### src/hdl/amfs_pkg.sv
`timescale 1ns / 1ps
// Shared types and constants for the AVI movi frame scanner.
// Holds tag codes, register reset values, phase/cause enums and the result record.
// No dependencies.
package amfs_pkg;

  localparam int unsigned PosW      = 33;
  localparam int unsigned SumW      = PosW + 2;
  localparam int unsigned FifoDepth = 4;
  localparam int unsigned PtrW      = $clog2(FifoDepth);
  localparam int unsigned CntW      = $clog2(FifoDepth + 1);

  localparam logic [PosW-1:0] PosMax = {PosW{1'b1}};

  localparam logic [31:0] TagMovi = 32'h6D6F7669;
  localparam logic [31:0] TagVid  = 32'h30306462;
  localparam logic [31:0] TagAud  = 32'h30317762;
  localparam logic [31:0] TagIdx  = 32'h69647831;

  localparam logic [31:0] FileSizeRst  = 32'd0;
  localparam logic [31:0] SizeFloorRst = 32'd100;
  localparam logic [31:0] SizeCeilRst  = 32'd1000000;
  localparam logic [15:0] MaxFramesRst = 16'd10000;

  typedef enum logic [1:0] {
    CFG_FILE_SIZE  = 2'd0,
    CFG_SIZE_FLOOR = 2'd1,
    CFG_SIZE_CEIL  = 2'd2,
    CFG_MAX_FRAMES = 2'd3
  } cfg_reg_e;

  typedef enum logic [1:0] {
    PH_SEARCH = 2'd0,
    PH_WALK   = 2'd1,
    PH_OWED   = 2'd2,
    PH_DONE   = 2'd3
  } scan_phase_e;

  typedef enum logic {
    KIND_FRAME = 1'b0,
    KIND_DONE  = 1'b1
  } result_kind_e;

  typedef enum logic [1:0] {
    CAUSE_INDEX = 2'd0,
    CAUSE_CAP   = 2'd1,
    CAUSE_EOS   = 2'd2
  } end_cause_e;

  typedef struct packed {
    result_kind_e kind;
    logic [31:0]  offset;
    logic [31:0]  size;
    logic [15:0]  count;
    end_cause_e   cause;
    logic         last;
  } result_t;

  function automatic logic [PosW-1:0] sat_pos(input logic [SumW-1:0] v);
    logic [PosW-1:0] r;
    if (|v[SumW-1:PosW]) begin
      r = PosMax;
    end else begin
      r = v[PosW-1:0];
    end
    return r;
  endfunction

endpackage

### src/hdl/avi_movi_frame_scanner_core.sv
`timescale 1ns / 1ps
// Top level of the AVI movi frame scanner: byte window, chunk walk and result queue.
// Depends on amfs_pkg.
//
//   channel   signals                                  direction
//   input     in_valid_i / in_ready_o, byte fields     one file byte per transaction
//   output    out_valid_o / out_ready_i, result fields frame descriptor or done record
//   config    cfg_we_i, cfg_index_i, cfg_wdata_i       register write, no wait
//
// One byte is taken per cycle while in_ready_o is high; its decision and up to two
// results are computed in the same cycle and written into a four-entry result queue.
// Input is ready while the queue has room for two results, so bytes keep
// flowing while up to two earlier results wait. Reset clears all state,
// the queue and the registers to their defaults.
module avi_movi_frame_scanner_core (
  input  logic        clk_i,
  input  logic        rst_ni,
  input  logic        in_valid_i,
  output logic        in_ready_o,
  input  logic [7:0]  byte_value_i,
  input  logic        last_byte_i,
  output logic        out_valid_o,
  input  logic        out_ready_i,
  output logic        result_kind_o,
  output logic [31:0] frame_offset_o,
  output logic [31:0] frame_size_o,
  output logic [15:0] frame_count_o,
  output logic [1:0]  end_cause_o,
  output logic        last_of_run_o,
  input  logic        cfg_we_i,
  input  logic [1:0]  cfg_index_i,
  input  logic [31:0] cfg_wdata_i
);

  localparam int unsigned PosW = amfs_pkg::PosW;
  localparam int unsigned SumW = amfs_pkg::SumW;
  localparam int unsigned PtrW = amfs_pkg::PtrW;
  localparam int unsigned CntW = amfs_pkg::CntW;

  logic [31:0] file_size_q, size_floor_q, size_ceil_q;
  logic [15:0] max_frames_q;

  logic [63:0]            window_q, window_d;
  logic [PosW-1:0]        pos_q, pos_d;
  logic [PosW-1:0]        next_q, next_d;
  amfs_pkg::scan_phase_e  phase_q, phase_d;
  logic [15:0]            frames_q, frames_d;

  amfs_pkg::result_t      fifo_q [amfs_pkg::FifoDepth];
  logic [PtrW-1:0]        wr_ptr_q, rd_ptr_q;
  logic [CntW-1:0]        fill_q;

  logic                   in_fire, out_fire;
  logic [63:0]            win_new;
  logic [31:0]            tag, chunk_size;
  logic                   decide, in_bound, walk_dec, cap_hit, cap_after, size_ok;
  logic                   is_movi, is_vid, is_aud, is_idx;
  logic                   ev_frame, stop_cap_pre, stop_cap_post, stop_idx, stop_dec, ev_eos;
  logic [15:0]            frames_inc;
  logic [SumW-1:0]        frame_end, skip_end;
  amfs_pkg::end_cause_e   dec_cause;
  amfs_pkg::result_t      res_a, res_b;
  logic [1:0]             res_n;

  assign in_ready_o = (fill_q <= CntW'(amfs_pkg::FifoDepth - 2));
  assign in_fire    = in_valid_i && in_ready_o;
  assign out_valid_o = (fill_q != '0);
  assign out_fire   = out_valid_o && out_ready_i;

  // Decode the window as it stands with the new byte shifted in.
  assign win_new    = {window_q[55:0], byte_value_i};
  assign tag        = win_new[63:32];
  assign chunk_size = {win_new[7:0], win_new[15:8], win_new[23:16], win_new[31:24]};

  assign is_movi = (tag == amfs_pkg::TagMovi);
  assign is_vid  = (tag == amfs_pkg::TagVid);
  assign is_aud  = (tag == amfs_pkg::TagAud);
  assign is_idx  = (tag == amfs_pkg::TagIdx);

  assign decide   = ((phase_q == amfs_pkg::PH_SEARCH) || (phase_q == amfs_pkg::PH_WALK)) &&
                    ({1'b0, pos_q} == ({1'b0, next_q} + (PosW+1)'(7)));
  assign in_bound = (({1'b0, next_q} + (PosW+1)'(8)) < (PosW+1)'(file_size_q));
  assign walk_dec = decide && in_bound && (phase_q == amfs_pkg::PH_WALK);

  assign frame_end  = SumW'(next_q) + SumW'(8) + SumW'(chunk_size);
  assign skip_end   = frame_end + SumW'(chunk_size[0]);
  assign size_ok    = (chunk_size > size_floor_q) && (chunk_size < size_ceil_q) &&
                      (frame_end <= SumW'(file_size_q));
  assign frames_inc = frames_q + 16'd1;
  assign cap_hit    = (frames_q >= max_frames_q);
  assign cap_after  = (frames_inc >= max_frames_q);

  assign stop_cap_pre  = walk_dec && cap_hit;
  assign ev_frame      = walk_dec && !cap_hit && is_vid && size_ok;
  assign stop_cap_post = ev_frame && cap_after;
  assign stop_idx      = walk_dec && !cap_hit && !is_vid && !is_aud && is_idx;
  assign stop_dec      = stop_cap_pre || stop_cap_post || stop_idx;
  assign dec_cause     = stop_idx ? amfs_pkg::CAUSE_INDEX : amfs_pkg::CAUSE_CAP;
  assign ev_eos        = last_byte_i && !stop_dec && (phase_q != amfs_pkg::PH_DONE);

  // Next state of the scan.
  always_comb begin
    window_d = win_new;
    pos_d    = (pos_q == amfs_pkg::PosMax) ? amfs_pkg::PosMax : pos_q + PosW'(1);
    next_d   = next_q;
    phase_d  = phase_q;
    frames_d = frames_q;
    if (decide) begin
      priority if (!in_bound) begin
        phase_d = amfs_pkg::PH_OWED;
      end else if (phase_q == amfs_pkg::PH_SEARCH) begin
        if (is_movi) begin
          phase_d = amfs_pkg::PH_WALK;
          next_d  = amfs_pkg::sat_pos(SumW'(next_q) + SumW'(4));
        end else begin
          next_d  = amfs_pkg::sat_pos(SumW'(next_q) + SumW'(1));
        end
      end else if (cap_hit) begin
        phase_d = amfs_pkg::PH_DONE;
      end else if (is_vid) begin
        if (size_ok) begin
          frames_d = frames_inc;
          next_d   = amfs_pkg::sat_pos(skip_end);
          if (cap_after) begin
            phase_d = amfs_pkg::PH_DONE;
          end
        end else begin
          next_d = amfs_pkg::sat_pos(SumW'(next_q) + SumW'(8));
        end
      end else if (is_aud) begin
        next_d = amfs_pkg::sat_pos(skip_end);
      end else if (is_idx) begin
        phase_d = amfs_pkg::PH_DONE;
      end else begin
        next_d = amfs_pkg::sat_pos(SumW'(next_q) + SumW'(1));
      end
    end
    if (last_byte_i) begin
      window_d = '0;
      pos_d    = '0;
      next_d   = '0;
      phase_d  = amfs_pkg::PH_SEARCH;
      frames_d = '0;
    end
  end

  // Results caused by this byte, in order.
  always_comb begin
    res_n = 2'(ev_frame) + 2'(stop_dec) + 2'(ev_eos);

    res_a.kind   = amfs_pkg::KIND_DONE;
    res_a.offset = '0;
    res_a.size   = '0;
    res_a.count  = stop_cap_post ? 16'd0 : frames_q;
    res_a.cause  = stop_dec ? dec_cause : amfs_pkg::CAUSE_EOS;
    res_a.last   = (res_n == 2'd1);
    if (ev_frame) begin
      res_a.kind   = amfs_pkg::KIND_FRAME;
      res_a.offset = 32'(next_q + PosW'(8));
      res_a.size   = chunk_size;
      res_a.count  = '0;
      res_a.cause  = amfs_pkg::CAUSE_INDEX;
    end

    res_b.kind   = amfs_pkg::KIND_DONE;
    res_b.offset = '0;
    res_b.size   = '0;
    res_b.count  = frames_inc;
    res_b.cause  = stop_dec ? dec_cause : amfs_pkg::CAUSE_EOS;
    res_b.last   = 1'b1;
  end

  always_ff @(posedge clk_i or negedge rst_ni) begin
    if (!rst_ni) begin
      file_size_q  <= amfs_pkg::FileSizeRst;
      size_floor_q <= amfs_pkg::SizeFloorRst;
      size_ceil_q  <= amfs_pkg::SizeCeilRst;
      max_frames_q <= amfs_pkg::MaxFramesRst;
    end else if (cfg_we_i) begin
      unique case (amfs_pkg::cfg_reg_e'(cfg_index_i))
        amfs_pkg::CFG_FILE_SIZE:  file_size_q  <= cfg_wdata_i;
        amfs_pkg::CFG_SIZE_FLOOR: size_floor_q <= cfg_wdata_i;
        amfs_pkg::CFG_SIZE_CEIL:  size_ceil_q  <= cfg_wdata_i;
        amfs_pkg::CFG_MAX_FRAMES: max_frames_q <= cfg_wdata_i[15:0];
      endcase
    end
  end

  always_ff @(posedge clk_i or negedge rst_ni) begin
    if (!rst_ni) begin
      window_q <= '0;
      pos_q    <= '0;
      next_q   <= '0;
      phase_q  <= amfs_pkg::PH_SEARCH;
      frames_q <= '0;
    end else if (in_fire) begin
      window_q <= window_d;
      pos_q    <= pos_d;
      next_q   <= next_d;
      phase_q  <= phase_d;
      frames_q <= frames_d;
    end
  end

  always_ff @(posedge clk_i) begin
    if (in_fire && (res_n != 2'd0)) begin
      fifo_q[wr_ptr_q] <= res_a;
      if (res_n == 2'd2) begin
        fifo_q[wr_ptr_q + PtrW'(1)] <= res_b;
      end
    end
  end

  always_ff @(posedge clk_i or negedge rst_ni) begin
    if (!rst_ni) begin
      wr_ptr_q <= '0;
      rd_ptr_q <= '0;
      fill_q   <= '0;
    end else begin
      if (in_fire) begin
        wr_ptr_q <= wr_ptr_q + PtrW'(res_n);
      end
      if (out_fire) begin
        rd_ptr_q <= rd_ptr_q + PtrW'(1);
      end
      fill_q <= fill_q + (in_fire ? CntW'(res_n) : CntW'(0)) - CntW'(out_fire);
    end
  end

  assign result_kind_o  = fifo_q[rd_ptr_q].kind;
  assign frame_offset_o = fifo_q[rd_ptr_q].offset;
  assign frame_size_o   = fifo_q[rd_ptr_q].size;
  assign frame_count_o  = fifo_q[rd_ptr_q].count;
  assign end_cause_o    = fifo_q[rd_ptr_q].cause;
  assign last_of_run_o  = fifo_q[rd_ptr_q].last;

`ifndef SYNTHESIS
  a_fill_bound: assert property (@(posedge clk_i) disable iff (!rst_ni)
    fill_q <= CntW'(amfs_pkg::FifoDepth))
    else $error("result queue overfilled");

  a_last_clears: assert property (@(posedge clk_i) disable iff (!rst_ni)
    in_fire && last_byte_i |=> (pos_q == '0) && (phase_q == amfs_pkg::PH_SEARCH) &&
                               (frames_q == '0))
    else $error("scan state not cleared after last byte");

  a_stop_done: assert property (@(posedge clk_i) disable iff (!rst_ni)
    in_fire && stop_dec && !last_byte_i |=> phase_q == amfs_pkg::PH_DONE)
    else $error("walk stop did not reach done phase");

  a_two_results: assert property (@(posedge clk_i) disable iff (!rst_ni)
    in_fire |-> !(ev_frame && stop_dec && ev_eos))
    else $error("more than two results from one byte");
`endif

endmodule

### config.mk
export PLATFORM = sky130hd
export DESIGN_NAME = avi_movi_frame_scanner_core
export DESIGN_NICKNAME = d
export VERILOG_FILES = /design/src/hdl/amfs_pkg.sv /design/src/hdl/avi_movi_frame_scanner_core.sv
export SDC_FILE = /design/constraint.sdc
export NUM_CORES = 2
export LEC_CHECK = 0
export BUFFER_PORTS_ARGS = -buffer_cell sky130_fd_sc_hd__buf_2
export CORE_AREA = 4 4 285 287
export DETAILED_ROUTE_END_ITERATION = 10
export DIE_AREA = 0 0 289 291
export HOLD_SLACK_MARGIN = 0.15
export PLACE_DENSITY = 0.62
export SETUP_SLACK_MARGIN = 0.5
export SYNTH_ARGS = -nofsm -noshare
export SYNTH_HDL_FRONTEND = slang
export SYNTH_SLANG_ARGS = --single-unit
### constraint.sdc
create_clock -name clk_i -period 15.2 [get_ports clk_i]
set_clock_uncertainty 0.2 [all_clocks]
set_input_delay 0.76 -clock clk_i [delete_from_list [all_inputs] [get_ports clk_i]]
set_output_delay 0.76 -clock clk_i [all_outputs]
set_load 0.005 [all_outputs]
==> run metrics <==
hold crit path type input port to flip-flop; setup repair bufs after CTS 0; most frequent cell after synthesis nand2_1; normalized max-slew margin 15.2%; FF+latch count, synth 595; port bufs 133; hold_buf cts 1; fmax 84.8 MHz; M1 wire length 50500 µm; Die Area 84100 µm²; die height 291 µm; CTS max path bufs 3; CP Capture Type flip-flop; Async SR Flop Fraction 43.5%; Pwr Density 127 nW/µm²; LEAKAGE 15.9 nW; # DRC 0; Yosys top cell area share 17.4%; CP required 15.40 ns; clock latency on the worst-skew pair 0.63 ns; Avg Vias per Cell 6.05; Final Hold Viols 0; Worst Path Arrival 11.98 ns; area leader, netlist dfrtp_1; combinational fraction of design power 26.5%; Final ANT Viol Nets 0; Period minus WS final 11.79 ns; GPL Wtd Cong 1.02; Clock power frac 33.5%; status completed; part of the power in registers 40.0%; Overflow after GRT 0; share of layout cells above drive strength 1 13.6%; total track usage 27.6%; register area share after synthesis 39.7%; fill count 7463; CTS H-tree lvls 3; clock-pin transition on the worst setup and hold timing paths 0.06 ns; internal power 3.23 mW; largest net degree at the start of global routing 92; Mean Syn Cell Area 9.00 µm²; YS warnings 0; Synthesized Nets 4159; fin crit share 77.5%; HPWL Detailed 84100 µm; multi-input logic area 19600 µm²; top routing layer in use met4; clock buffer count from CTS 67; wire length per cell 23.5 µm; post-synthesis cell area 35100 µm²; IO Count 134; Max-cap violations 0; CTS tree yes; post_cts resized 0; Rows 103; Routed WL 118000 µm; Pins Over Slew Limit 0; FF+latch area 14000 µm²; Initial DRT Pass Iterations 6; most frequent CP cell nand2_1; peak supply drop 0.0894 mV; unrepaired setup endpoints after global routing no; Met3 Wirelength 9400 µm; Final Util 49.4%; Die Span X 289 µm; vias in the first global route 29200; setup_tns 0 ns; Initial Util 44.7%; switching power 1.71 mW; synthesis-to-layout area growth 10.6%; # diodes 0; initial antenna violation count 2; worst-path fanout max 53; largest cells by area after synthesis dfrtp_1 (17%), dfxtp_1 (15%), ha_1 (7.3%); root buf cell clkbuf_16; first-pass GRT wire length 180000 µm; Slew @ Worst Pin 1.27 ns; Switching Fraction 34.6%; met2 WL post-DR 53100 µm; DR vias 30400; max incr delay on CP 0.83 ns; Worst path slowest cell nor2_2; Detailed Route Iter0 Violations 3111; unique cell type count in the Yosys netlist 101; ys flop type dfxtp_1; Syn Inst Count 3904; Final #Nets 4173; Critical Path Start Type flip-flop; number of flops mapped to enable cells by yosys 72; synth cell count leaders nand2_1 (614), o21ai_0 (299), dfxtp_1 (264); # clock sinks 595; critical path class flip-flop to flip-flop; core area 78600 µm²; Setup Viol. Count Final 0
per-stage QoR:
| step | hold slack [ns] | std cells | power (mW) | worst slack [ns] | instance area [µm²] |
|---|---|---|---|---|---|
| global placement | 0.230 | 4898 | 3.29 | 4.04 | 36600 |
| CTS | 0.175 | 5022 | 4.97 | 3.77 | 38900 |
| finish | 0.192 | 5022 | 4.94 | 3.41 | 38900 |
| detailed placement | 0.239 | 4898 | 3.31 | 3.83 | 36600 |
| floorplan | 0.220 | 3904 | 2.85 | 6.74 | 35100 |
| global route | 0.203 | 5022 | 5.20 | 2.82 | 38900 |
routing by layer:
| layer | GRT usage (%) | up-vias |
|---|---|---|
| met1 | 38.0 | 14700 |
| met5 | 0 | - |
| met3 | 5.18 | 271 |
| met2 | 43.2 | 1245 |
| li1 | - | 14100 |
| met4 | 10.2 | 0 |
cell families after synthesis:
kind of cell / after synthesis / synth area share (%)
adders and majority gates: 207 / 7.43
and+or+nand+nor: 1313 / 17.5
buffers and inverters: 403 / 4.69
DFF: 595 / 39.7
AOI/OAI and AO/OA: 1055 / 18.5
xor gates and xnor gates: 155 / 3.88
muxes: 176 / 8.31
worst paths after layout:
kind | startpoint | endpoint | slack, ns | depth (start not counted)
min reg2reg | fifo_q[0][21] | fifo_q[0][21] | 0.24 | 2
min in group asynchronous | rst_ni | rd_ptr_q[1] | 0.54 | 2
min | cfg_wdata_i[17] | file_size_q[17] | 0.19 | 3
max | next_q[3] | fifo_q[2][8] | 3.41 | 33
max in group asynchronous | rst_ni | size_floor_q[17] | 12.84 | 3
max reg2reg | next_q[3] | fifo_q[2][8] | 3.41 | 33
layout by cell type (no fill, tap or decap), types with 12 or more instances in the layout:
master,n
clkbuf_8,15
buf_2,132
o21a_1,16
xor2_1,58
o21ai_0,299
nand2b_1,28
nor2_1,215
nand3_1,87
dfstp_2,15
mux4_2,84
nor4_1,25
clkbuf_16,70
nand2_1,610
buf_4,53
mux2_2,85
dfxtp_1,264
o211ai_1,30
a21o_1,39
xnor2_1,96
nand4_1,66
a31oi_1,18
nor2b_1,22
clkbuf_1,12
ha_1,204
o22a_1,14
o21ai_1,213
a22o_1,64
a21oi_1,157
and3_1,34
and2_1,35
edfxtp_1,72
o31ai_1,38
nor3_1,69
dfrtp_1,242
inv_1,160
a211oi_1,30
or3_1,26
sequential cells by signal, summed over array words and instances (netlist names):
register,cells
fifo_q,336
window_q,56
next_q,33
pos_q,33
file_size_q,32
size_ceil_q,32
size_floor_q,32
frames_q,16
max_frames_q,16
fill_q,3
phase_q,2
rd_ptr_q,2
wr_ptr_q,2
power groups by stage:
stage | combinational [mW] | clock [mW] | sequential (mW)
finish | 1.31 | 1.66 | 1.98
global route | 1.46 | 1.75 | 2.00
CTS | 1.32 | 1.68 | 1.97
detailed placement | 1.31 | 0 | 2.00
global placement | 1.29 | 0 | 2.00
floorplan | 0.984 | 0 | 1.86
critical path: cells and delay by family (launching register included):
kind / cells / cell delay, ns
AND/OR/NAND/NOR: 15 / 4.82
flip-flops: 1 / 0.54
AO/OA/AOI/OAI: 10 / 2.68
XOR/XNOR: 2 / 1.00
adder cells (fa/ha/maj): 4 / 1.73
buffers and inverters: 2 / 0.51
final cells by class:
| cell class | count | share of cell area, % |
|---|---|---|
| clock buffers | 97 | 5.16 |
| clock inverters | 26 | 0.657 |
| inverters | 161 | 1.56 |
| multi-input cells | 2906 | 50.5 |
| flip-flops and latches | 595 | 35.9 |
| well taps | 1050 | 3.38 |
| repair buffers | 187 | 2.79 |
No activity file was read; power rests on OpenSTA's default activity.
